<file path="src/rtl/core/ups_pkg.sv">
// shared constants and types for the ups status poll parser
package ups_pkg;

	// frame buffer and word limits
	localparam int BUFFER_BYTES = 150;
	localparam int MAX_WORDS    = 8;

	// expected shape of a good status reply
	localparam logic [3:0] GOOD_WORDS = 4'd8;
	localparam logic [7:0] GOOD_LEN   = 8'd8;

	// ascii codes the parser reacts to
	localparam logic [7:0] CH_OPEN  = 8'h28;
	localparam logic [7:0] CH_CR    = 8'h0d;
	localparam logic [7:0] CH_SPACE = 8'h20;

	// input action codes
	localparam logic ACT_TICK = 1'b0;
	localparam logic ACT_BYTE = 1'b1;

	// configuration register indexes
	localparam logic [7:0] REG_TIMEOUT = 8'd0;
	localparam logic [7:0] REG_PAUSE   = 8'd1;

	// link status codes
	localparam logic [1:0] LINK_UNKNOWN = 2'd0;
	localparam logic [1:0] LINK_NONE    = 2'd1;
	localparam logic [1:0] LINK_OK      = 2'd2;

	// reset values of the configuration registers
	localparam logic [23:0] TIMEOUT_RESET = 24'd4000;
	localparam logic [23:0] PAUSE_RESET   = 24'd3000;

	// one result beat
	typedef struct packed {
		logic       send_request;
		logic [1:0] link_status;
		logic       frame_done;
		logic       frame_ok;
		logic [3:0] words_seen;
		logic [7:0] final_word_length;
	} res_t;

endpackage

</file>
<file path="src/rtl/core/ups_status_poll_parser.sv">
// ups status poll parser: poll sequencer, reply frame parser and result buffer
//
// Usage: each input beat (in_valid, not in_stall) is a time tick (action 0) or
// one received uart byte (action 1, rx_byte). Every input beat produces exactly
// one result beat on the output channel (out_valid, out_stall).
// A tick in the home phase raises send_request and starts the wait phase; bytes
// received while waiting are parsed, a CR ends the frame and reports its word
// count and last word length. A good frame sets link_status to ok, a wait past
// response_timeout_ticks sets no link; both then pause until more than pause_ticks ticks have passed.
// The result of a beat is registered and on the outputs the cycle after
// acceptance unless an earlier result is still held by out_stall.
// Throughput: one beat per cycle while in_stall is low; the whole state update is one pass of
// counter and compare logic between the input and the result register.
// A two-entry result buffer (output register plus skid register) lets a beat
// be accepted while a result waits; in_stall rises only when both are full.
// Configuration: cfg_valid/cfg_ready with cfg_index and cfg_data, always ready;
// write only while the block is idle. Indexes beyond 1 are ignored.
// Reset (arst_n low): home phase, parser idle, link unknown, registers back to
// 4000 and 3000 ticks, result buffer empty.
module ups_status_poll_parser (
	input  logic        clk,
	input  logic        arst_n,
	// input channel
	input  logic        in_valid,
	output logic        in_stall,
	input  logic        action,
	input  logic [7:0]  rx_byte,
	// output channel
	output logic        out_valid,
	input  logic        out_stall,
	output logic        send_request,
	output logic [1:0]  link_status,
	output logic        frame_done,
	output logic        frame_ok,
	output logic [3:0]  words_seen,
	output logic [7:0]  final_word_length,
	// configuration write channel
	input  logic        cfg_valid,
	output logic        cfg_ready,
	input  logic [7:0]  cfg_index,
	input  logic [23:0] cfg_data
);

	typedef enum logic [1:0] {
		PH_HOME  = 2'd0,
		PH_WAIT  = 2'd1,
		PH_PAUSE = 2'd2
	} phase_t;

	phase_t         phase_q, phase_d;
	logic [23:0]    elapsed_q, elapsed_d;
	logic           in_frame_q, in_frame_d;
	logic [7:0]     char_pos_q, char_pos_d;
	logic [3:0]     word_cnt_q, word_cnt_d;
	logic [7:0]     word_len_q, word_len_d;
	logic [1:0]     link_q, link_d;
	logic [23:0]    timeout_q, pause_q;
	logic [23:0]    limit;
	ups_pkg::res_t  res;
	ups_pkg::res_t  out_q, skid_q;
	logic           out_valid_q, skid_valid_q;
	logic           in_acc, out_take;

	assign cfg_ready = 1'b1;
	assign in_stall  = skid_valid_q;
	assign in_acc    = in_valid && !skid_valid_q;
	assign out_take  = out_valid_q && !out_stall;

	assign limit = (phase_q == PH_WAIT) ? timeout_q : pause_q;

	// next state and result of one input beat
	always_comb begin
		phase_d    = phase_q;
		elapsed_d  = elapsed_q;
		in_frame_d = in_frame_q;
		char_pos_d = char_pos_q;
		word_cnt_d = word_cnt_q;
		word_len_d = word_len_q;
		link_d     = link_q;
		res        = '0;
		if (action == ups_pkg::ACT_TICK) begin
			unique case (phase_q) inside
				PH_WAIT, PH_PAUSE: begin
					if (elapsed_q >= limit) begin
						elapsed_d = '0;
						if (phase_q == PH_WAIT) begin
							link_d  = ups_pkg::LINK_NONE;
							phase_d = PH_PAUSE;
						end else begin
							phase_d = PH_HOME;
						end
					end else begin
						elapsed_d = elapsed_q + 24'd1;
					end
				end
				default: begin
					res.send_request = 1'b1;
					elapsed_d        = '0;
					phase_d          = PH_WAIT;
				end
			endcase
		end else if (phase_q == PH_WAIT) begin
			// frame parser
			if (!in_frame_q) begin
				if (rx_byte == ups_pkg::CH_OPEN) begin
					char_pos_d = '0;
					word_cnt_d = '0;
					word_len_d = '0;
					in_frame_d = 1'b1;
				end
			end else if (rx_byte == ups_pkg::CH_CR) begin
				res.frame_done        = 1'b1;
				res.words_seen        = word_cnt_q + 4'd1;
				res.final_word_length = word_len_q;
				in_frame_d            = 1'b0;
				if (res.words_seen == ups_pkg::GOOD_WORDS &&
				    word_len_q == ups_pkg::GOOD_LEN) begin
					res.frame_ok = 1'b1;
					link_d       = ups_pkg::LINK_OK;
				end
				elapsed_d = '0;
				phase_d   = PH_PAUSE;
			end else if (char_pos_q >= 8'(ups_pkg::BUFFER_BYTES - 1)) begin
				// buffer full: abort frame
				in_frame_d = 1'b0;
			end else begin
				if (rx_byte == ups_pkg::CH_SPACE) begin
					if (({1'b0, word_cnt_q} + 5'd1) < 5'(ups_pkg::MAX_WORDS)) begin
						word_cnt_d = word_cnt_q + 4'd1;
						word_len_d = '0;
					end else begin
						// too many words: abort frame
						in_frame_d = 1'b0;
					end
				end else begin
					word_len_d = word_len_q + 8'd1;
				end
				char_pos_d = char_pos_q + 8'd1;
			end
		end
		res.link_status = link_d;
	end

	// state, configuration and result buffer
	always_ff @(posedge clk or negedge arst_n) begin
		if (!arst_n) begin
			phase_q      <= PH_HOME;
			elapsed_q    <= '0;
			in_frame_q   <= 1'b0;
			char_pos_q   <= '0;
			word_cnt_q   <= '0;
			word_len_q   <= '0;
			link_q       <= ups_pkg::LINK_UNKNOWN;
			timeout_q    <= ups_pkg::TIMEOUT_RESET;
			pause_q      <= ups_pkg::PAUSE_RESET;
			out_valid_q  <= 1'b0;
			skid_valid_q <= 1'b0;
		end else begin
			if (cfg_valid) begin
				unique case (cfg_index)
					ups_pkg::REG_TIMEOUT: timeout_q <= cfg_data;
					ups_pkg::REG_PAUSE:   pause_q   <= cfg_data;
					default: ;
				endcase
			end
			if (in_acc) begin
				phase_q    <= phase_d;
				elapsed_q  <= elapsed_d;
				in_frame_q <= in_frame_d;
				char_pos_q <= char_pos_d;
				word_cnt_q <= word_cnt_d;
				word_len_q <= word_len_d;
				link_q     <= link_d;
			end
			// result beat into output or skid register
			if (out_take) begin
				if (skid_valid_q) begin
					out_q        <= skid_q;
					skid_valid_q <= 1'b0;
				end else if (in_acc) begin
					out_q <= res;
				end else begin
					out_valid_q <= 1'b0;
				end
			end else if (in_acc) begin
				if (out_valid_q) begin
					skid_q       <= res;
					skid_valid_q <= 1'b1;
				end else begin
					out_q       <= res;
					out_valid_q <= 1'b1;
				end
			end
		end
	end

	assign out_valid         = out_valid_q;
	assign send_request      = out_q.send_request;
	assign link_status       = out_q.link_status;
	assign frame_done        = out_q.frame_done;
	assign frame_ok          = out_q.frame_ok;
	assign words_seen        = out_q.words_seen;
	assign final_word_length = out_q.final_word_length;

endmodule

</file>
<file path="config.mk">
export PLATFORM = sky130hd
export DESIGN_NAME = ups_status_poll_parser
export DESIGN_NICKNAME = d
export VERILOG_FILES = /design/src/rtl/core/ups_pkg.sv /design/src/rtl/core/ups_status_poll_parser.sv
export SDC_FILE = /design/constraint.sdc
export NUM_CORES = 1
export LEC_CHECK = 0
export BUFFER_PORTS_ARGS = -buffer_cell sky130_fd_sc_hd__buf_2
export CAP_MARGIN = 0
export CORE_MARGIN = 3
export CORE_UTILIZATION = 60
export DETAILED_ROUTE_END_ITERATION = 8
export GPL_TIMING_DRIVEN = 0
export PLACE_DENSITY = 0.8
export RECOVER_POWER = 25
export SLEW_MARGIN = 15
export SYNTH_ARGS = -nofsm -noshare
export SYNTH_HDL_FRONTEND = slang
export SYNTH_SLANG_ARGS = --single-unit
</file>
<file path="constraint.sdc">
create_clock -name clk -period 8.83 [get_ports clk]
set_input_delay 0.883 -clock clk [delete_from_list [all_inputs] [get_ports clk]]
set_output_delay 0.883 -clock clk [all_outputs]
set_load 0.01 [all_outputs]
</file>
==> metrics.md, run 1 <==
| Metric | Value |
|---|---|
| Outcome | complete, but fails checks |
| Failing checks | max-capacitance violations, max-slew violations |
| Yosys warnings | 0 |
| Final Skew | 0.006584 ns |
| Final period util | 48.24% |
| Mux cell area share after synthesis | 13.23% |
| Syn Area/Cell | between 10 and 15 um^2 |
| PortBufs | 64 |
| First-pass GRT wire length | 24.82 mm |
| Final std cells w/o fill | 826 |
| Rows | 38 |
| Die height | 112.7 um |
| Initial antenna violation count | 0 |
| Number of global-route vias before repair | 5118 |
| Crit. End Element | register |
| TritonCTS clock tree | built |
| Largest net degree at the start of global routing | 77 |
| DIE AREA | 12690 um^2 |
| Max Fanout on Critical Path | 10 |
| Pwr Density | approximately 220 nW/um^2 |
| Final TNS setup | 0 ns |
| Syn Nets | about 670 |
| Leak pwr | between 3 and 4 nW |
| Cell mode on critical path | ha_1 |
| WL/cell | 17.68 um |
| Grt ovf | 0 |
| DRT Wirelength | 14.60 mm |
| Max-Cap Viols | 1 |
| Fill cells | 751 |
| Synth Area in Adders | ~5.9% |
| Worst vdd ir | 139.8 uV |
| Cts bufs inserted | 17 |
| Worst-Skew Late Latency | 0.43 ns |
| Gate Count Post-Synth | 589 |
| CP arrival | about 4.4 ns |
| Relative slew slack | -1.737% |
| CTS clock-pin slew for the worst setup and hold paths | around 0.06 ns |
| Startpoint types | register |
| Drt pass-1 iters | 5 |
| Slew of the pin with the lowest slew margin | 1.526 ns |
| Layout area overhead | 17.32% |
| Vias per Instance | roughly 6 |
| Worst min path class | reg2reg |
| Post-synthesis compound-gate area fraction | 10.21% |
| Multi-input gate area in the final layout | around 3200 um^2 |
| DIE WIDTH | 112.7 um |
| Vias post-DR | 4900 |
| Crit path max-delay family | simple AND/OR/NAND/NOR gates |
| Core area | 10980 um^2 |
| Max Transition Viols Final | 26 |
| DP Wirelength | 10.29 mm |
| Part of the Yosys area used for sequential elements | 51.48% |
| Post-synth cell types | 57 |
| CTS root buf | clkbuf_16 |
| # nets final | 751 |
| Buf+Inv Stages, Crit Path | 3 |
| Final setup viols | 0 |
| DR iter-0 viols | around 340 |
| Post-route minimum period | 4.259 ns |
| Gr usage total | 24.63% |
| Dpl cells | 794 |
| CTS resizes | 0 |
| RSZ-0062 raised after global routing | false |
| Gp weighted congestion | 0.8543 |
| Initial core utilization | 62.16% |
| Critical path class | reg2reg |
| Async SR Flop Fraction | roughly three quarters |
| Synth Area in XOR/XNOR | between 2 and 3% |
| Simple-Gate Fraction of Synth Area | ~14% |
| Final hold vios | 0 |
| Max Fclk | 234.8 MHz |
| Post-CTS setup buffers | 0 |
| Hold_buf cts | 0 |
| Largest family of logic cells by synthesized area | simple AND/OR/NAND/NOR gates |
| Synth Cell Area | 6827 um^2 |
| Number of diodes | 0 |
| Delay of the slowest critical-path stage | 0.63 ns |
| Layout cells sized above 1 | 26.68% |
| Clock Sink Count | about 130 |
| H-tree depth | 4 |
| Register area | between 3000 and 4000 um^2 |
| Drc violations | 0 |
| CP max-delay cell | buf_1 |
| Post-DRT Antenna Nets | 0 |
| Top_reg_cell synth | dfrtp_1 |
| CP cell instances | inv_1, ha_1, buf_2, buf_1, mux2i_1, ha_1, nand4_1, or4_1, o311ai_4, nand3_1, a22o_2 |
| Io pins | 66 |
| Post-synthesis register bit count | 133 |
| Clk buf depth | 2 |
| Post-synth EDFFs | 34 |
| WP data required | 9.01 ns |
==> per-stage QoR <==
step                      util [%]  power [W]  hold slack (ns)  area, um^2  worst slack [ns]
after floorplan                  -  0.0009142           0.4723        6827             5.367
after global placement       66.67  0.0009987           0.4848        7322             4.558
after detailed placement     67.03   0.001014           0.4944        7362             4.660
after CTS                    73.00   0.001802           0.3179        8018             4.589
after global routing         72.92   0.001867           0.5219        8009             4.348
final                        72.92   0.001797           0.5085        8009             4.571
==> layer usage <==
metal | routed length [um] | up-vias | global-route usage, %
li1 | - | 2336 | -
met1 | 6586 | 2387 | 32.40
met2 | 6982 | 141 | 39.34
met3 | 685 | 36 | 6.092
met4 | 349 | 0 | 10.02
met5 | 0 | - | 0
==> layout by cell type (no fill, tap or decap), drive strengths merged, types with 18 or more instances in the layout <==
cell     n
xor2    18
and3    19
edfxtp  34
o21ai   22
nand3   22
buf     69
nand2   35
nor2    28
a21oi   30
clkbuf  44
ha      32
dfrtp   86
mux2    58
mux2i   25
==> power breakdown <==
part	leakage, nW	internal, W	switching, W
logic	1.68	0.000116	0.000181
registers	1.64	0.000686	0.0000239
clock network	0.325	0.000534	0.000257
total	3.64	0.00134	0.000462
==> cell type report <==
cell class	instances	area share, %
buffer	27	1.469
clock buffer	21	5.624
clock inverter	11	2.562
inverter	13	0.6093
multi-input combinational	416	39.35
sequential	133	43.88
tap	140	2.187
timing repair buffer	65	4.312
==> flip-flops by register name, indices dropped and copies added, names as in the netlist <==
| name | cells |
|---|---|
| send_request | 1 |
| word_cnt_q | 4 |
| in_stall | 1 |
| link_status | 2 |
| words_seen | 4 |
| skid_q | 17 |
| word_len_q | 8 |
| out_valid | 1 |
| link_q | 2 |
| frame_done | 1 |
| final_word_length | 8 |
| char_pos_q | 8 |
| frame_ok | 1 |
| elapsed_q | 24 |
| pause_q | 24 |
| in_frame_q | 1 |
| timeout_q | 24 |
| phase_q | 2 |
==> worst register-to-register path: stages, from the launching register on <==
cell	delay, ns
dfrtp_1	0.36
inv_1	0.08
ha_1	0.13
buf_2	0.27
buf_1	0.63
mux2i_1	0.24
ha_1	0.37
nand4_1	0.18
or4_1	0.62
o311ai_4	0.53
nand3_1	0.30
a22o_2	0.30
==> path summary, 6_finish.rpt <==
path | depth (start not counted) | to | from | slack [ns]
hold / removal | 1 | timeout_q[0]$_DFFE_PN0P_ | timeout_q[0]$_DFFE_PN0P_ | 0.51
max in group asynchronous | 2 | timeout_q[9]$_DFFE_PN1P_ | arst_n | 6.91
hold reg to reg | 1 | timeout_q[0]$_DFFE_PN0P_ | timeout_q[0]$_DFFE_PN0P_ | 0.51
min in group asynchronous | 1 | timeout_q[18]$_DFFE_PN0P_ | arst_n | 0.83
setup reg to reg | 11 | link_status[1]$_DFFE_PP_ | phase_q[1]$_DFFE_PN0P_ | 4.57
setup / recovery | 11 | link_status[1]$_DFFE_PP_ | phase_q[1]$_DFFE_PN0P_ | 4.57
==> cells in the mapped netlist, types with 3 or more instances <==
| master | instances | area [um^2] |
|---|---|---|
| a21oi_1 | 30 | 150.1 |
| a22o_1 | 4 | 35.03 |
| a32o_1 | 5 | 50.05 |
| and2_1 | 9 | 56.30 |
| and3_1 | 19 | 118.9 |
| clkbuf_1 | 21 | 78.83 |
| dfrtp_1 | 86 | 2152 |
| dfstp_2 | 13 | 341.6 |
| edfxtp_1 | 34 | 1021 |
| ha_1 | 32 | 400.4 |
| inv_1 | 13 | 48.80 |
| mux2_2 | 58 | 653.1 |
| mux2i_1 | 25 | 250.2 |
| nand2_1 | 35 | 131.4 |
| nand2b_1 | 6 | 37.54 |
| nand3_1 | 22 | 110.1 |
| nand4_1 | 16 | 100.1 |
| nor2_1 | 28 | 105.1 |
| nor2b_1 | 12 | 75.07 |
| nor3_1 | 4 | 20.02 |
| nor4_1 | 3 | 18.77 |
| o21a_1 | 4 | 30.03 |
| o21ai_0 | 22 | 110.1 |
| o31ai_1 | 17 | 127.6 |
| or2_2 | 4 | 25.02 |
| or4_1 | 4 | 30.03 |
| xnor2_1 | 5 | 43.79 |
| xor2_1 | 18 | 157.7 |
==> kinds of logic (layout without fill, tap and decap cells) <==
logic type               after synthesis  count (layout)
adder cells (fa/ha/maj)               32              32
XOR/XNOR                              23              23
AND/OR/NAND/NOR                      175             175
multiplexers                          83              83
other                                  1               1
AO/OA/AOI/OAI                        102             102
buffers and inverters                 40             137
flip-flops                           133             133
Note: power is estimated with default switching activity, not from simulation.
==> run 2: changes to the inputs <==
--- a/config.mk
+++ b/config.mk
@@ -8,10 +8,10 @@
 export BUFFER_PORTS_ARGS = -buffer_cell sky130_fd_sc_hd__buf_2
 export CAP_MARGIN = 0
 export CORE_MARGIN = 3
-export CORE_UTILIZATION = 60
+export CORE_UTILIZATION = 54
 export DETAILED_ROUTE_END_ITERATION = 8
 export GPL_TIMING_DRIVEN = 0
-export PLACE_DENSITY = 0.8
+export PLACE_DENSITY = 0.76
 export RECOVER_POWER = 25
 export SLEW_MARGIN = 15
 export SYNTH_ARGS = -nofsm -noshare
==> constraint.sdc (replaced) <==
create_clock -name clk -period 3.65 [get_ports clk]
set_input_delay 0.365 -clock clk [delete_from_list [all_inputs] [get_ports clk]]
set_output_delay 0.365 -clock clk [all_outputs]
set_load 0.01 [all_outputs]
==> metrics.md, run 2 (same netlist as run 1, synthesis figures left out) <==
| Metric | Value |
|---|---|
| Outcome | complete, no violations |
| Net Sw Frac | 25.87% |
| Final period util | 94.21% |
| Combinational share of power | 17.0% |
| RSZ-0062 raised after global routing | false |
| CTS root buf | clkbuf_16 |
| Max-Cap Viols | 0 |
| Vias per Instance | about 5.8 |
| Final setup viols | 0 |
| Critical path class | reg2reg |
| Drc violations | 0 |
| Post-CTS setup buffers | 0 |
| TritonCTS clock tree | built |
| Number of global-route vias before repair | around 5000 |
| Final std cells w/o fill | 855 |
| CTS clock-pin slew for the worst setup and hold paths | 0.06 ns |
| DIE AREA | approximately 14000 um^2 |
| Clk buf depth | 2 |
| Total power | between 0.004 and 0.005 W |
| Grt ovf | 0 |
| Rows | 40 |
| Io pins | 66 |
| Initial core utilization | 56.13% |
| Pwr Density | around 540 nW/um^2 |
| WL/cell | 16.81 um |
| H-tree depth | 4 |
| Layout area overhead | 18.60% |
| Leak pwr | 3.656 nW |
| Drt pass-1 iters | 6 |
| Post-DRT Antenna Nets | 0 |
| Startpoint types | register |
| # nets final | 752 |
| DP Wirelength | 10.06 mm |
| Relative slew slack | 37.61% |
| Commonest non-fill, non-tap cell in the layout | dfrtp_1 |
| Most frequent cells in the layout | dfrtp_1, buf_2, mux2_2 |
| PortBufs | 64 |
| Sequential power share | 39.4% |
| Vias post-DR | 4956 |
| Clk pwr share | 43.6% |
| CP arrival | 3.61 ns |
| DR iter-0 viols | about 330 |
| Dpl cells | ~820 |
| Delay of the slowest critical-path stage | 0.61 ns |
| Die height | 118.4 um |
| Max Fanout on Critical Path | 10 |
| Biggest regs | elapsed_q: 24 flops, pause_q: 24 flops, timeout_q: 24 flops |
| Initial antenna violation count | 0 |
| Final core utilization | 66.57% |
| Crit. End Element | register |
| Layout cells sized above 1 | between 20% and 30% |
| Cts bufs inserted | 17 |
| Max Fclk | 290.8 MHz |
| Max Transition Viols Final | 0 |
| First-pass GRT wire length | ~24 mm |
| Final Skew | about 0.006 ns |
| Final instance area | 8097 um^2 |
| DRT Wirelength | about 14 mm |
| WP data required | 3.82 ns |
| Largest net degree at the start of global routing | 88 |
| Switching Power | 0.001127 W |
| Area of placed instances | ~7400 um^2 |
| Worst-Skew Late Latency | 0.42 ns |
| Final hold vios | 0 |
| Worst min path class | in2reg |
| Internal cell power | 0.003230 W |
| Cell mode on critical path | ha_1 |
| Slew of the pin with the lowest slew margin | 0.9287 ns |
| CP max-delay cell | or4_1 |
| Gp weighted congestion | 0.8319 |
| Gr usage total | between 20% and 30% |
| Post-route minimum period | ~3.4 ns |
| CP cell instances | ha_1, clkbuf_4, buf_6, mux2i_1, ha_1, nand4_1, or4_1, o311ai_4, nand3_2, a22o_2 |
| DIE WIDTH | 118.4 um |
| Core area | 12160 um^2 |
| Clock Sink Count | 133 |
| Fin Hold WS | 0.1886 ns |
| Worst vdd ir | 329.6 uV |
| Number of diodes | 0 |
-- run 2: changes by cell type in the layout (fill, tap and decap cells not counted), sizes merged --
cell         change
inv              +1
clkinvlp         +1
clkinv           +1
clkbuf           -2
buf              -1
dlygate4sd3      +1
-- run 2: layer usage --
metal	track usage (%)	vias up	wire length (um)
met5	0	-	0
met4	7.676	0	242
met3	4.880	26	662
met2	33.19	138	6935
met1	29.24	2446	6529
li1	-	2346	-
-- run 2: repair_timing --
item	in CTS	in global routing
pin swaps	0	2
gates resized for setup	5	6
setup endpoints to repair	32	30
hold buffers	1	0
hold endpoints to repair	14	0
-- run 2: power by group through the flow --
stage / registers, W / clock network, W / logic, W
CTS: 0.00172 / 0.00193 / 0.000736
global route: 0.00173 / 0.00199 / 0.000812
floorplan: 0.00175 / 0 / 0.000458
detailed placement: 0.00174 / 0 / 0.000711
global placement: 0.00174 / 0 / 0.000679
finish: 0.00172 / 0.00190 / 0.000740
-- run 2: final cells by class --
type,count,area (um^2)
fillers,932,4065
inverters,13,48.80
clock buffers,18,429.2
repair buffers,66,356.6
plain buffers,27,131.4
multi-input cells,416,3174
clock inverters,14,231.5
well taps,168,210.2
flip-flops and latches,133,3515
-- run 2: path summary, 6_finish.rpt --
path	startpoint	end	slack (ns)	cells past startpoint
worst max-delay path	phase_q[0]$_DFFE_PN0P_	link_status[1]$_DFFE_PP_	0.21	10
worst min-delay path	cfg_data[17]	timeout_q[17]$_DFFE_PN0P_	0.19	2
worst max register to register	phase_q[0]$_DFFE_PN0P_	link_status[1]$_DFFE_PP_	0.21	10
worst min register to register	pause_q[6]$_DFFE_PN0P_	pause_q[6]$_DFFE_PN0P_	0.50	1
max in group asynchronous	arst_n	pause_q[3]$_DFFE_PN1P_	2.10	3
min in group asynchronous	arst_n	timeout_q[17]$_DFFE_PN0P_	0.60	2
-- run 2: worst max-delay path, delay by kind of cell (launching register included) --
family / cells / cell delay [ns]
adder cells (fa/ha/maj): 2 / 0.51
flip-flops: 1 / 0.38
AO/OA/AOI/OAI: 2 / 0.72
AND/OR/NAND/NOR: 3 / 1.02
multiplexers: 1 / 0.14
buffers and inverters: 2 / 0.40
-- run 2: stage by stage --
step | setup TNS [ns] | worst slack [ns]
detailed placement | -10.66 | -0.4473
floorplan | 0 | 0.1874
finish | 0 | 0.2114
global placement | -9.830 | -0.4047
global route | 0 | 0.008574
CTS | 0 | 0.01729
